**src/rtl/dbe_pkg.sv**
```systemverilog
// dbe_pkg: shared types and constants of the dollar-bang escape decoder
// used by dbe_front, dbe_queue, dbe_back and dollar_bang_escape_decoder_core
// no dependencies
package dbe_pkg;

   localparam logic [7:0] CH_DOLLAR = 8'h24;
   localparam logic [7:0] CH_BANG   = 8'h21;
   localparam logic [7:0] CH_ZERO   = 8'h30;
   localparam logic [7:0] CH_NINE   = 8'h39;

   localparam int QUEUE_DEPTH = 4;
   localparam int GROUP_BYTES = 4;

   typedef enum logic [2:0] {
      PH_IDLE   = 3'd0,
      PH_DOLLAR = 3'd1,
      PH_BANG   = 3'd2,
      PH_DIGIT1 = 3'd3,
      PH_DIGIT2 = 3'd4
   } phase_type;

   // decoded bytes caused by one input, count is 1 to 4
   typedef struct packed {
      logic [GROUP_BYTES-1:0][7:0] bytes;
      logic [2:0]                  count;
      logic                        text_end;
   } group_type;

endpackage

```
**src/rtl/dbe_front.sv**
```systemverilog
// dbe_front: accepts escaped bytes, tracks the escape phase and builds
// the group of decoded bytes each input causes
// depends on dbe_pkg
module dbe_front import dbe_pkg::*; (
   input  logic       clock,
   input  logic       reset,
   input  logic       in_valid,
   output logic       in_ready,
   input  logic [7:0] in_byte,
   input  logic       in_text_end,
   input  logic       queue_full,
   output logic       push,
   output group_type  group
);

   phase_type  phase_ff, phase_in;
   logic [3:0] first_digit_ff, first_digit_in;
   logic [3:0] second_digit_ff, second_digit_in;
   logic       accept;

   assign in_ready = !queue_full;
   assign accept   = in_valid && !queue_full;

   always_ff @(posedge clock) begin
      if (reset) begin
         phase_ff        <= PH_IDLE;
         first_digit_ff  <= 4'd0;
         second_digit_ff <= 4'd0;
      end else if (accept) begin
         phase_ff        <= phase_in;
         first_digit_ff  <= first_digit_in;
         second_digit_ff <= second_digit_in;
      end
   end

   always_comb begin
      logic [GROUP_BYTES-1:0][7:0] bytes;
      logic [2:0]                  n;
      logic                        fresh;
      logic                        is_dec;
      phase_type                   nxt;
      logic [3:0]                  nf1;
      logic [3:0]                  nf2;
      bytes  = '0;
      n      = 3'd0;
      fresh  = 1'b0;
      is_dec = (in_byte >= CH_ZERO) && (in_byte <= CH_NINE);
      nxt    = phase_ff;
      nf1    = first_digit_ff;
      nf2    = second_digit_ff;
      case (phase_ff)
         PH_DOLLAR: begin
            if (in_byte == CH_BANG) begin
               nxt = PH_BANG;
            end else begin
               bytes[n[1:0]] = CH_DOLLAR;
               n = n + 3'd1;
               fresh = 1'b1;
            end
         end
         PH_BANG: begin
            if (is_dec) begin
               nf1 = in_byte[3:0];
               nxt = PH_DIGIT1;
            end else begin
               bytes[n[1:0]] = CH_BANG;
               n = n + 3'd1;
               fresh = 1'b1;
            end
         end
         PH_DIGIT1: begin
            if (in_byte == CH_BANG) begin
               bytes[n[1:0]] = {4'h0, first_digit_ff};
               n = n + 3'd1;
               nxt = PH_IDLE;
            end else if (is_dec) begin
               nf2 = in_byte[3:0];
               nxt = PH_DIGIT2;
            end else begin
               bytes[n[1:0]] = CH_BANG;
               n = n + 3'd1;
               bytes[n[1:0]] = {4'h3, first_digit_ff};
               n = n + 3'd1;
               fresh = 1'b1;
            end
         end
         PH_DIGIT2: begin
            if (in_byte == CH_BANG) begin
               // first * 10 + second
               bytes[n[1:0]] = {1'b0, first_digit_ff, 3'b000}
                             + {3'b000, first_digit_ff, 1'b0}
                             + {4'h0, second_digit_ff};
               n = n + 3'd1;
               nxt = PH_IDLE;
            end else begin
               bytes[n[1:0]] = CH_BANG;
               n = n + 3'd1;
               bytes[n[1:0]] = {4'h3, first_digit_ff};
               n = n + 3'd1;
               bytes[n[1:0]] = {4'h3, second_digit_ff};
               n = n + 3'd1;
               fresh = 1'b1;
            end
         end
         default: begin
            fresh = 1'b1;
         end
      endcase

      if (fresh) begin
         if (in_byte == CH_DOLLAR) begin
            nxt = PH_DOLLAR;
         end else begin
            bytes[n[1:0]] = in_byte;
            n = n + 3'd1;
            nxt = PH_IDLE;
         end
      end

      // end of text flushes whatever is held
      if (in_text_end) begin
         case (nxt)
            PH_DOLLAR: begin
               bytes[n[1:0]] = CH_DOLLAR;
               n = n + 3'd1;
            end
            PH_BANG: begin
               bytes[n[1:0]] = CH_BANG;
               n = n + 3'd1;
            end
            PH_DIGIT1: begin
               bytes[n[1:0]] = CH_BANG;
               n = n + 3'd1;
               bytes[n[1:0]] = {4'h3, nf1};
               n = n + 3'd1;
            end
            PH_DIGIT2: begin
               bytes[n[1:0]] = CH_BANG;
               n = n + 3'd1;
               bytes[n[1:0]] = {4'h3, nf1};
               n = n + 3'd1;
               bytes[n[1:0]] = {4'h3, nf2};
               n = n + 3'd1;
            end
            default: begin
            end
         endcase
         nxt = PH_IDLE;
         nf1 = 4'd0;
         nf2 = 4'd0;
      end

      phase_in        = nxt;
      first_digit_in  = nf1;
      second_digit_in = nf2;
      group.bytes     = bytes;
      group.count     = n;
      group.text_end  = in_text_end;
      push            = accept && (n != 3'd0);
   end

endmodule

```
**src/rtl/dbe_queue.sv**
```systemverilog
// dbe_queue: small fifo of decoded byte groups between front and back
// depends on dbe_pkg
module dbe_queue import dbe_pkg::*; #(
   parameter int Depth = QUEUE_DEPTH
) (
   input  logic      clock,
   input  logic      reset,
   input  logic      push,
   input  group_type push_group,
   input  logic      pop,
   output logic      full,
   output logic      head_valid,
   output group_type head_group
);

   localparam int PtrW = (Depth > 1) ? $clog2(Depth) : 1;
   localparam int CntW = $clog2(Depth + 1);
   localparam logic [PtrW-1:0] LastPtr = PtrW'(Depth - 1);
   localparam logic [CntW-1:0] FullCnt = CntW'(Depth);

   group_type       entries_ff [Depth];
   logic [PtrW-1:0] wr_ptr_ff, wr_ptr_in;
   logic [PtrW-1:0] rd_ptr_ff, rd_ptr_in;
   logic [CntW-1:0] count_ff, count_in;
   logic            do_push;
   logic            do_pop;

   assign full       = (count_ff == FullCnt);
   assign head_valid = (count_ff != '0);
   assign head_group = entries_ff[rd_ptr_ff];
   assign do_push    = push && !full;
   assign do_pop     = pop && head_valid;

   always_comb begin
      wr_ptr_in = wr_ptr_ff;
      rd_ptr_in = rd_ptr_ff;
      count_in  = count_ff;
      if (do_push) begin
         wr_ptr_in = (wr_ptr_ff == LastPtr) ? '0 : wr_ptr_ff + PtrW'(1);
      end
      if (do_pop) begin
         rd_ptr_in = (rd_ptr_ff == LastPtr) ? '0 : rd_ptr_ff + PtrW'(1);
      end
      if (do_push && !do_pop) begin
         count_in = count_ff + CntW'(1);
      end else if (do_pop && !do_push) begin
         count_in = count_ff - CntW'(1);
      end
   end

   always_ff @(posedge clock) begin
      if (reset) begin
         wr_ptr_ff <= '0;
         rd_ptr_ff <= '0;
         count_ff  <= '0;
      end else begin
         wr_ptr_ff <= wr_ptr_in;
         rd_ptr_ff <= rd_ptr_in;
         count_ff  <= count_in;
      end
   end

   always_ff @(posedge clock) begin
      if (do_push) begin
         entries_ff[wr_ptr_ff] <= push_group;
      end
   end

endmodule

```
**src/rtl/dbe_back.sv**
```systemverilog
// dbe_back: walks the head group byte by byte into the result register
// depends on dbe_pkg
module dbe_back import dbe_pkg::*; (
   input  logic       clock,
   input  logic       reset,
   input  logic       head_valid,
   input  group_type  head_group,
   output logic       pop,
   output logic       out_valid,
   input  logic       out_ready,
   output logic [7:0] out_byte,
   output logic       out_run_last,
   output logic       out_text_end
);

   logic [1:0] idx_ff, idx_in;
   logic       valid_ff, valid_in;
   logic [7:0] byte_ff;
   logic       run_last_ff;
   logic       text_end_ff;
   logic       load;
   logic       is_final;

   assign load     = head_valid && (!valid_ff || out_ready);
   assign is_final = ({1'b0, idx_ff} + 3'd1) == head_group.count;
   assign pop      = load && is_final;

   always_comb begin
      idx_in   = idx_ff;
      valid_in = valid_ff;
      if (load) begin
         valid_in = 1'b1;
         idx_in   = is_final ? 2'd0 : idx_ff + 2'd1;
      end else if (out_ready) begin
         valid_in = 1'b0;
      end
   end

   always_ff @(posedge clock) begin
      if (reset) begin
         idx_ff   <= 2'd0;
         valid_ff <= 1'b0;
      end else begin
         idx_ff   <= idx_in;
         valid_ff <= valid_in;
      end
   end

   always_ff @(posedge clock) begin
      if (load) begin
         byte_ff     <= head_group.bytes[idx_ff];
         run_last_ff <= is_final;
         text_end_ff <= is_final && head_group.text_end;
      end
   end

   assign out_valid    = valid_ff;
   assign out_byte     = byte_ff;
   assign out_run_last = run_last_ff;
   assign out_text_end = text_end_ff;

endmodule

```
**src/rtl/dollar_bang_escape_decoder_core.sv**
```systemverilog
// dollar_bang_escape_decoder_core: top level of the dollar-bang escape decoder
// depends on dbe_pkg, dbe_front, dbe_queue, dbe_back
//
// req channel carries one escaped character per transaction, tlast on the
// final character of a text. rsp channel carries one decoded character per
// transaction: tuser marks the last character caused by a request, tlast the
// final decoded character of the text. "$!d!" and "$!dd!" decode to the byte
// of that value; a '$' not followed by '!' passes as is, and a broken escape
// after "$!" drops the '$' and passes the rest on. The front accepts a
// request whenever the group queue has room and decodes it in that cycle; the
// group goes into the queue, and the back moves it one byte per cycle, while
// rsp_tready is high, into the output register. With one byte out per request
// and rsp_tready high the block takes a request every cycle; one that yields
// several bytes holds the output byte by byte, and the QueueDepth-entry queue
// soaks up such bursts. When rsp_tready is low the output register holds,
// the queue fills and req_tready drops once it is full. Reset empties the
// queue and the output register and returns the decoder to no escape pending.
module dollar_bang_escape_decoder_core import dbe_pkg::*; #(
   parameter int QueueDepth = QUEUE_DEPTH
) (
   input  logic       clock,
   input  logic       reset,
   input  logic       req_tvalid,
   output logic       req_tready,
   input  logic [7:0] req_tdata,   // [7:0] in_byte
   input  logic       req_tlast,
   output logic       rsp_tvalid,
   input  logic       rsp_tready,
   output logic [7:0] rsp_tdata,   // [7:0] out_byte
   output logic       rsp_tuser,   // [0] out_run_last
   output logic       rsp_tlast
);

   logic      push;
   group_type push_group;
   logic      full;
   logic      head_valid;
   group_type head_group;
   logic      pop;

   dbe_front u_front (
      .clock       (clock),
      .reset       (reset),
      .in_valid    (req_tvalid),
      .in_ready    (req_tready),
      .in_byte     (req_tdata),
      .in_text_end (req_tlast),
      .queue_full  (full),
      .push        (push),
      .group       (push_group)
   );

   dbe_queue #(
      .Depth (QueueDepth)
   ) u_queue (
      .clock      (clock),
      .reset      (reset),
      .push       (push),
      .push_group (push_group),
      .pop        (pop),
      .full       (full),
      .head_valid (head_valid),
      .head_group (head_group)
   );

   dbe_back u_back (
      .clock        (clock),
      .reset        (reset),
      .head_valid   (head_valid),
      .head_group   (head_group),
      .pop          (pop),
      .out_valid    (rsp_tvalid),
      .out_ready    (rsp_tready),
      .out_byte     (rsp_tdata),
      .out_run_last (rsp_tuser),
      .out_text_end (rsp_tlast)
   );

endmodule
```
**config.mk**
```make
export PLATFORM = sky130hd
export DESIGN_NAME = dollar_bang_escape_decoder_core
export DESIGN_NICKNAME = d
export VERILOG_FILES = /design/src/rtl/dbe_pkg.sv /design/src/rtl/dbe_front.sv /design/src/rtl/dbe_queue.sv /design/src/rtl/dbe_back.sv /design/src/rtl/dollar_bang_escape_decoder_core.sv
export SDC_FILE = /design/constraint.sdc
export NUM_CORES = 1
export LEC_CHECK = 0
export ABC_AREA = 1
export BUFFER_PORTS_ARGS = -buffer_cell sky130_fd_sc_hd__buf_2
export CAP_MARGIN = 20
export CELL_PAD_IN_SITES_DETAIL_PLACEMENT = 1
export CELL_PAD_IN_SITES_GLOBAL_PLACEMENT = 2
export CORE_MARGIN = 1
export CORE_UTILIZATION = 41
export CTS_CLUSTER_SIZE = 28
export DETAILED_ROUTE_END_ITERATION = 16
export PLACE_DENSITY_LB_ADDON = 0.08
export SETUP_SLACK_MARGIN = 0.4
export SLEW_MARGIN = 30
export SYNTH_ARGS = -nofsm -noshare
export SYNTH_HDL_FRONTEND = slang
export SYNTH_SLANG_ARGS = --single-unit
```
**constraint.sdc**
```tcl
create_clock -name clock -period 6.9 [get_ports clock]
set_input_delay 1.725 -clock clock [delete_from_list [all_inputs] [get_ports clock]]
set_output_delay 1.725 -clock clock [all_outputs]
set_load 0.005 [all_outputs]
```
==> flow_summary.toml, run 1 <==
[die]
num_rows = 53
die_w_um = 148
initial_core_util_pct = 41.7
io_pins = 25
dieArea_sq_um = 21900
coreArea_sq_um = 21000
fp.dieH_um = 148

[status]
outcome = "complete, no violations"

[setup_path]
cp-start-kind = "primary input"
slowest_stage = "fa_1"
worst_ep_required_time_ps = 7270
cpPeakStageDelay_ps = 430
crit_top_cell = "nand2_1"
critPathMaxFanout = 10
critPathKind = "in2reg"
reg2reg_depth = 31
arrival_ps = 6330
cp-end-kind = "flop"

[power_and_ir_drop]
p_leak_nw = 3.63
power.density_nw_per_um2 = 324
fin_total_pwr_mw = 3.16
vdd_drop_max_mv = 0.168

[logic_synthesis]
syn_inst = 870
avgSynthCellArea_sq_um = 10.0
netlist_area_sq_um = 8730
synth_seq_area_share_pct = 58.2
ys_seq_elements = 177
ys_types = 48
synth.net_count = 909
ys_warn_count = 0

[cells_and_area]
final_cell_area_sq_um = 9770
drive_gt1_share_pct = 12.8
layout_commonest_cell = "edfxtp_1"
fin_nets = 929
layout_common_cells = "154 x edfxtp_1, 117 x nand2_1, 114 x o21ai_0"
antenna_cells = 0
final_cells = 1178
synthToLayoutAreaGrowth_pct = 11.9

[clocking]
clkLatencyLatePin_ps = 430
clockRootBuffer = "clkbuf_16"
tritoncts = "built"
hold_buffers = 0
cts_resized = 0
post_cts_buffers = 0
clk_pin_slew_ps = 70
cts_max_level = 4
cts_buffers = 17
cts.sinks = 177
clockBufferDepth = 2

[placement]
dp.cells = 1146
dpl-instance-area_sq_um = 9190
gp_congestion = 0.955
portBuffers = 24
hpwl_mm = 18.4

[route]
postRouteAntennaNets = 0
drt_first_pass_iters = 5
vias = 6765
drt-wirelength-per-cell_um = 22.8
drt_drc_violations_left = 0
drt_first_iter_violations = 457
viasPerCell = 5.74
totalWireLength_mm = 26.8

[global_routing]
grt_max_degree = 73
grt_overflow = 0
use_met2_pct = 44.0
antenna_found_initial = 1
grtUsageMet3_pct = 3.30
grt.busiest_layer = "met2"
grt_pass1_wl_mm = 41.1
grt_use_total_pct = 25.5
use_met1_pct = 33.6
grt_pass1_vias = 6919

[sta]
fmax_mhz = 168
hold_viol = 0
slew_viol_final = 0
setup_violations = 0
period_minus_slack_ps = 5960
tns_ps = 0
fin_crit_sh_pct = 86.4
maxSlewHeadroom_pct = 41.7
tightest_slew_ps = 866
skew_ps = 18.9
rsz0062_at_grt = "no"

[worst_hold_path]
hold_depth = 2
hold_class = "reg2reg"

[flow_run]
cap_violations = 0
[worst max-delay path: cells and delay by family]
family | cells | cell delay (ps)
adders and majority gates | 4 | 1200
and+or+nand+nor | 18 | 2150
AOI/OAI and AO/OA | 3 | 280
buffers and inverters | 8 | 960
[power by group]
part           switching, mW  internal [mW]
clock network          0.472          0.487
logic                  0.565          0.247
registers             0.0583           1.33
total                   1.10           2.07
[cell usage after synthesis (all sizes together)]
| master | count | area, sq um |
|---|---|---|
| inv | 91 | 342 |
| o32ai | 1 | 8.76 |
| dfxtp | 23 | 460 |
| mux2i | 1 | 10.0 |
| a32oi | 7 | 61.3 |
| a21oi | 30 | 165 |
| fa | 3 | 60.1 |
| nor3 | 1 | 16.3 |
| or2 | 3 | 18.8 |
| a311o | 1 | 10.0 |
| a32o | 1 | 10.0 |
| o211a | 1 | 10.0 |
| a2111oi | 1 | 8.76 |
| a31oi | 5 | 31.3 |
| a22oi | 3 | 22.5 |
| xor2 | 5 | 51.3 |
| nand4 | 4 | 40.0 |
| clkbuf | 31 | 116 |
| nand3 | 47 | 250 |
| nand3b | 1 | 7.51 |
| nand2 | 126 | 505 |
| nor2 | 119 | 484 |
| edfxtp | 154 | 4620 |
| a221oi | 2 | 17.5 |
| o21bai | 1 | 7.51 |
| a211oi | 1 | 7.51 |
| o221ai | 29 | 254 |
| xnor2 | 2 | 17.5 |
| ha | 23 | 288 |
| o211ai | 14 | 105 |
| o22ai | 15 | 93.8 |
| buf | 4 | 20.0 |
| clkinv | 3 | 11.3 |
| o21ai | 115 | 576 |
| o2111ai | 2 | 17.5 |
[state kept, by name, indices dropped and copies added (netlist names), named ones only]
signal,flops
u_queue.wr_ptr_ff,2
u_back.out_text_end,1
u_front.phase_ff,3
u_front.first_digit_ff,4
u_back.idx_ff,2
u_queue.rd_ptr_ff,2
u_back.out_valid,1
u_back.out_run_last,1
u_front.second_digit_ff,4
u_queue.entries_ff,144
u_queue.count_ff,3
u_back.out_byte,8
[layer usage]
metal | vias to the layer above | wire, um
met5 | - | 0
met4 | 0 | 384
met3 | 26 | 854
met2 | 154 | 13200
met1 | 3447 | 12400
li1 | 3138 | -
[cells by family after synthesis]
kind of cell               Yosys count  share of synthesized area [%]
and+or+nand+nor                    301                           15.1
AOI/OAI and AO/OA                  229                           16.1
DFF                                177                           58.2
buffers and inverters              129                           5.60
adders and majority gates           26                           3.98
xor gates and xnor gates             7                          0.788
muxes                                1                          0.115
[per-stage QoR]
stage | setup WS, ps | util (%) | hold WS (ps)
floorplan | 657 | - | 445
global placement | 851 | 43.8 | 457
detailed placement | 586 | 43.8 | 485
CTS | 990 | 46.6 | 496
global route | 453 | 46.6 | 509
finish | 940 | 46.6 | 492
[final cells by class]
cell class / instances / area [sq um]
Timing Repair Buffer: 36 / 210
Clock buffer: 17 / 425
Sequential cell: 177 / 5090
Multi-Input combinational cell: 564 / 3190
Fill cell: 2350 / 11200
Inverter: 94 / 353
Clock inverter: 15 / 160
Tap cell: 275 / 344
[worst paths after layout]
check                        startpoint                          to  slack (ps)
max                        req_tdata[1]         u_queue.count_ff[2]         940
min          u_front.second_digit_ff[0]  u_front.second_digit_ff[0]         490
max reg2reg         u_front.phase_ff[1]         u_queue.count_ff[2]        1860
min reg2reg  u_front.second_digit_ff[0]  u_front.second_digit_ff[0]         490
No activity file was read; power rests on OpenSTA's default activity.
==> inputs of run 2 (changes only) <==
BUFFER_PORTS_ARGS = unset   (was -buffer_cell sky130_fd_sc_hd__buf_2)
CORE_UTILIZATION = 38   (was 41)
DONT_BUFFER_PORTS = 1   (was unset)
clock period = 5.2 ns   (was 6.9 ns; I/O delays follow)
==> run 2 against run 1 <==
  * Critical path depth is 1 higher
  * Critical endpoint unchanged
  * Largest cell class unchanged
  * Combinational power is 26% higher
  * Largest power group unchanged
  * Count of clock-buffer cells in the layout is 1 higher
==> flow_summary.toml, run 2 (synthesis gave the netlist of run 1 again) <==
[sta]
period_minus_slack_ps = 4530
worst_hold_slack_ps = 466
fmax_mhz = 221
slew_viol_final = 0
hold_viol = 0
skew_ps = 17.5
fin_crit_sh_pct = 87.1
rsz0062_at_grt = "no"
setup_violations = 0
tightest_slew_ps = 907
maxSlewHeadroom_pct = 38.9
setup_ws_ps = 672

[die]
die_w_um = 154
fp.dieH_um = 154
num_rows = 55
dieArea_sq_um = 23600
io_pins = 25
initial_core_util_pct = 38.7
coreArea_sq_um = 22600

[clocking]
clk_pin_slew_ps = 80
tritoncts = "built"
cts_buffers = 17
clockBufferDepth = 2
cts_max_level = 4
clkLatencyLatePin_ps = 430
cts.sinks = 177
clockRootBuffer = "clkbuf_16"

[route]
postRouteAntennaNets = 0
wl_met3_mm = 1.17
viasPerCell = 5.63
dr.max_layer_used = "met4"
drt_first_iter_violations = 373
vias = 6736
totalWireLength_mm = 27.6
drt_first_pass_iters = 4
drt-wirelength-per-cell_um = 23.1
wl_met1_mm = 12.3
drt_drc_violations_left = 0
dr_wl_met2_mm = 13.6

[setup_path]
slowest_stage = "fa_2"
crit_top_cell = "nand2_1"
r2r_slack_ps = 920
cp-start-kind = "primary input"
cp-end-kind = "flop"
worst_ep_required_time_ps = 5570
cp_top_family = "simple AND/OR/NAND/NOR gates"
arrival_ps = 4900
r2r-end = "u_queue.count_ff[2]"
reg2reg_depth = 32
worst-path-stages = 34
critPathMaxFanout = 4
rr_startpoint = "u_front.phase_ff[1]"
crit_buf_inv = 8
cpPeakStageDelay_ps = 400
critPathKind = "in2reg"

[cells_and_area]
antenna_cells = 0
fin_nets = 937
drive_gt1_share_pct = 15.1
layout_common_cells = "154 x edfxtp_1, 114 x o21ai_0, 113 x nand2_1"
synthToLayoutAreaGrowth_pct = 15.0
layout_commonest_cell = "edfxtp_1"
regMostFlops = "u_queue.entries_ff"
largest_register_ffs = 144

[global_routing]
grt_pass1_vias = 7127
grt_pass1_wl_mm = 42.2
grt_overflow = 0
grt_max_degree = 73
antenna_found_initial = 0
grt_use_total_pct = 24.2

[power_and_ir_drop]
vdd_drop_max_mv = 0.186
power.density_nw_per_um2 = 413
p_leak_nw = 3.71

[placement]
pre_cts_ws_ps = -92.8
gp_congestion = 0.934
portBuffers = 0
hpwl_mm = 19.1

[worst_hold_path]
hold_class = "reg2reg"
hp-start = "u_front.second_digit_ff[0]"
hold_depth = 2
whs_endpoint = "u_front.second_digit_ff[0]"

[status]
outcome = "complete, no violations"

[flow_run]
cap_violations = 0
run 2: cell type report:
class                   count  area [sq um]
clock buffers              18           429
clock inverters            14           158
fillers                  2542         12500
inverters                  94           355
multi-input cells         565          3280
flip-flops and latches    177          5090
well taps                 285           357
repair buffers             43           373
run 2: worst reg2reg max path, delay by kind of cell, from the launching register on:
| family | cells | cell delay [ps] |
|---|---|---|
| buf+inv | 9 | 880 |
| compound gates | 3 | 410 |
| simple gates | 16 | 1560 |
| flops | 1 | 330 |
| fa+ha+maj | 4 | 1020 |
run 2: timing repair:
action,CTS,global route
gates cloned,0,1
resized for setup,0,15
endpoints found under the setup margin,1,2
hold buffers,0,0
buffers inserted,1,12
pin swaps,0,7
run 2: per-stage QoR:
step / utilization, % / TNS, ps / area, sq um / power, mW / std cells
floorplan: - / 0 / 8790 / 2.55 / 870
global placement: 41.1 / 0 / 9280 / 2.89 / 1150
detailed placement: 41.1 / -92.8 / 9280 / 2.94 / 1150
CTS: 43.7 / 0 / 9870 / 4.20 / 1183
global route: 44.5 / 0 / 10000 / 4.37 / 1196
finish: 44.5 / 0 / 10000 / 4.15 / 1196
run 2: where the power goes:
group          leakage (nW)  switching (mW)  internal [mW]
combinational          1.79           0.708          0.309
clock                 0.288           0.612          0.647
sequential             1.63           0.104           1.77
run 2: how the worst max path moves through the flow:
stage	startpoint	end	slack [ps]
2_1_floorplan	req_tdata[7]	u_queue.count_ff[2]	410
3_3_place_gp	req_tdata[7]	u_queue.count_ff[2]	100
3_5_place_dp	req_tdata[7]	u_queue.count_ff[2]	-90
4_1_cts	req_tdata[7]	u_queue.count_ff[2]	420
5_1_grt	req_tdata[4]	u_queue.count_ff[2]	400
6_report	req_tdata[7]	u_queue.count_ff[2]	670
run 2: routing by layer:
| layer | vias to the layer above | global-route usage [%] |
|---|---|---|
| li1 | 3154 | - |
| met1 | 3393 | 31.4 |
| met4 | 0 | 7.62 |
| met2 | 145 | 40.6 |
| met3 | 44 | 4.74 |
| met5 | - | 0 |
==> inputs of run 3 (changes only) <==
CORE_UTILIZATION = 25   (was 38)
==> run 3 against run 2 <==
  * Worst hold slack lost 0.96 ps
  * Count of clock-buffer cells in the layout shrank 1
  * Power is 1.7% higher
  * Clock skew shrank 3.6 ps
  * First-iteration DRC count grew 12%
  * Sequential power about the same
  * Global-route usage shrank 6.0 points
  * Critical path depth fell by 5
  * Non-clock buffer count is 6 lower
  * Wire length rose by 12%
==> flow_summary.toml, run 3 (synthesis gave the netlist of run 1 again) <==
[status]
outcome = "complete, no violations"

[power_and_ir_drop]
vdd_drop_max_mv = 0.231
power.density_nw_per_um2 = 415
p_leak_nw = 3.67
fin_total_pwr_mw = 4.22

[clocking]
clk_pin_slew_ps = 70
cts_buffers = 17
clkLatencyLatePin_ps = 450
clockRootBuffer = "clkbuf_16"
hold_buffers = 0
cts_max_level = 4
cts.sinks = 177
tritoncts = "built"
clockBufferDepth = 2

[setup_path]
cp_top_family = "simple AND/OR/NAND/NOR gates"
r2r_slack_ps = 910
worst-path-stages = 29
setup.worst_path.end = "u_queue.count_ff[2]"
reg2reg_depth = 26
arrival_ps = 4830
critPathMaxFanout = 7
crit_buf_inv = 5
r2r-end = "u_queue.count_ff[2]"
cp-start-kind = "primary input"
cp-end-kind = "flop"
crit_start = "req_tdata[2]"
cpPeakStageDelay_ps = 390
rr_startpoint = "u_front.phase_ff[2]"
slowest_stage = "fa_2"
critPathKind = "in2reg"
worst_ep_required_time_ps = 5580

[die]
num_rows = 68
dieArea_sq_um = 35700
io_pins = 25
coreArea_sq_um = 34500
initial_core_util_pct = 25.3
die_w_um = 189
fp.dieH_um = 189

[global_routing]
grt_pass1_vias = 7248
grt_use_total_pct = 18.1
grt_pass1_wl_mm = 46.8
antenna_found_initial = 1
grt_max_degree = 56
grt_overflow = 0

[sta]
setup_violations = 0
period_minus_slack_ps = 4460
fin_crit_sh_pct = 85.8
fmax_mhz = 224
tightest_slew_ps = 982
slew_viol_final = 0
tns_ps = 0
rsz0062_at_grt = "no"
maxSlewHeadroom_pct = 33.8
skew_ps = 13.9
hold_viol = 0

[cells_and_area]
n_fill_cell = 3902
drive_gt1_share_pct = 14.6
multi_input_comb_area_sq_um = 3250
seq_area_sq_um = 5090
final_util_pct = 29.5
layout_common_cells = "154 x edfxtp_1, 113 x o21ai_0, 111 x nand2_1"
antenna_cells = 0
final_cells = 1359
largest_register_ffs = 144
fin_nets = 930
synthToLayoutAreaGrowth_pct = 16.6
regMostFlops = "u_queue.entries_ff"
final_cell_area_sq_um = 10200
layout_commonest_cell = "edfxtp_1"

[placement]
gp_congestion = 0.839
dp.cells = 1323
portBuffers = 0
hpwl_mm = 21.7
dpl-instance-area_sq_um = 9530

[route]
vias = 6665
drt_first_iter_violations = 417
viasPerCell = 4.90
drt_first_pass_iters = 4
drt-wirelength-per-cell_um = 22.7
totalWireLength_mm = 30.8
postRouteAntennaNets = 0
drt_drc_violations_left = 0

[worst_hold_path]
hold_depth = 2
hold_class = "reg2reg"

[flow_run]
cap_violations = 0
## run 3: per-layer routing
layer,share of wire [%],track usage (%),routed length [um],vias up
li1,-,-,-,3140
met1,46,22.9,14100,3393
met2,49,31.0,15200,89
met3,3.2,3.56,1000,41
met4,1.7,5.55,528,2
met5,0.029,0,9,-
## run 3: what timing repair did
action	4_1_cts	5_1_grt
hold endpoints to repair	0	0
endpoints found under the setup margin	0	2
setup buffers	0	4
resized for setup	0	15
## run 3: worst min-delay path by stage
stage,endpoint,from
3_3_place_gp,u_front.second_digit_ff[0],u_front.second_digit_ff[0]
3_5_place_dp,u_front.second_digit_ff[0],u_front.second_digit_ff[0]
6_report,u_front.second_digit_ff[0],u_front.second_digit_ff[0]
4_1_cts,u_front.second_digit_ff[0],u_front.second_digit_ff[0]
2_1_floorplan,u_front.second_digit_ff[0],u_front.second_digit_ff[0]
5_1_grt,u_front.second_digit_ff[0],u_front.second_digit_ff[0]
## run 3: layout make-up
cell class / instances / share of cell area (%)
inverters: 94 / 3.55
clock buffers: 17 / 4.18
flip-flops and latches: 177 / 50.0
well taps: 455 / 5.59
multi-input cells: 564 / 31.9
clock inverters: 15 / 1.44
repair buffers: 37 / 3.38
## run 3: power by group
group | total, mW | internal [mW] | switching (mW) | leakage [nW]
Sequential | 1.88 | 1.77 | 0.107 | 1.63
Combinational | 1.07 | 0.310 | 0.756 | 1.76
Clock | 1.28 | 0.675 | 0.602 | 0.281
Total | 4.22 | 2.76 | 1.46 | 3.67
## run 3: worst min-delay path: cells and delay by family (launching register included)
kind	cells	cell delay, ps
simple gates	1	60
compound gates	1	50
flops	1	310
## run 3: metrics by stage
stage / hold slack, ps / setup slack [ps]
global route: 504 / 403
floorplan: 445 / 407
global placement: 453 / 105
finish: 465 / 741
CTS: 468 / 437
detailed placement: 457 / -23.0
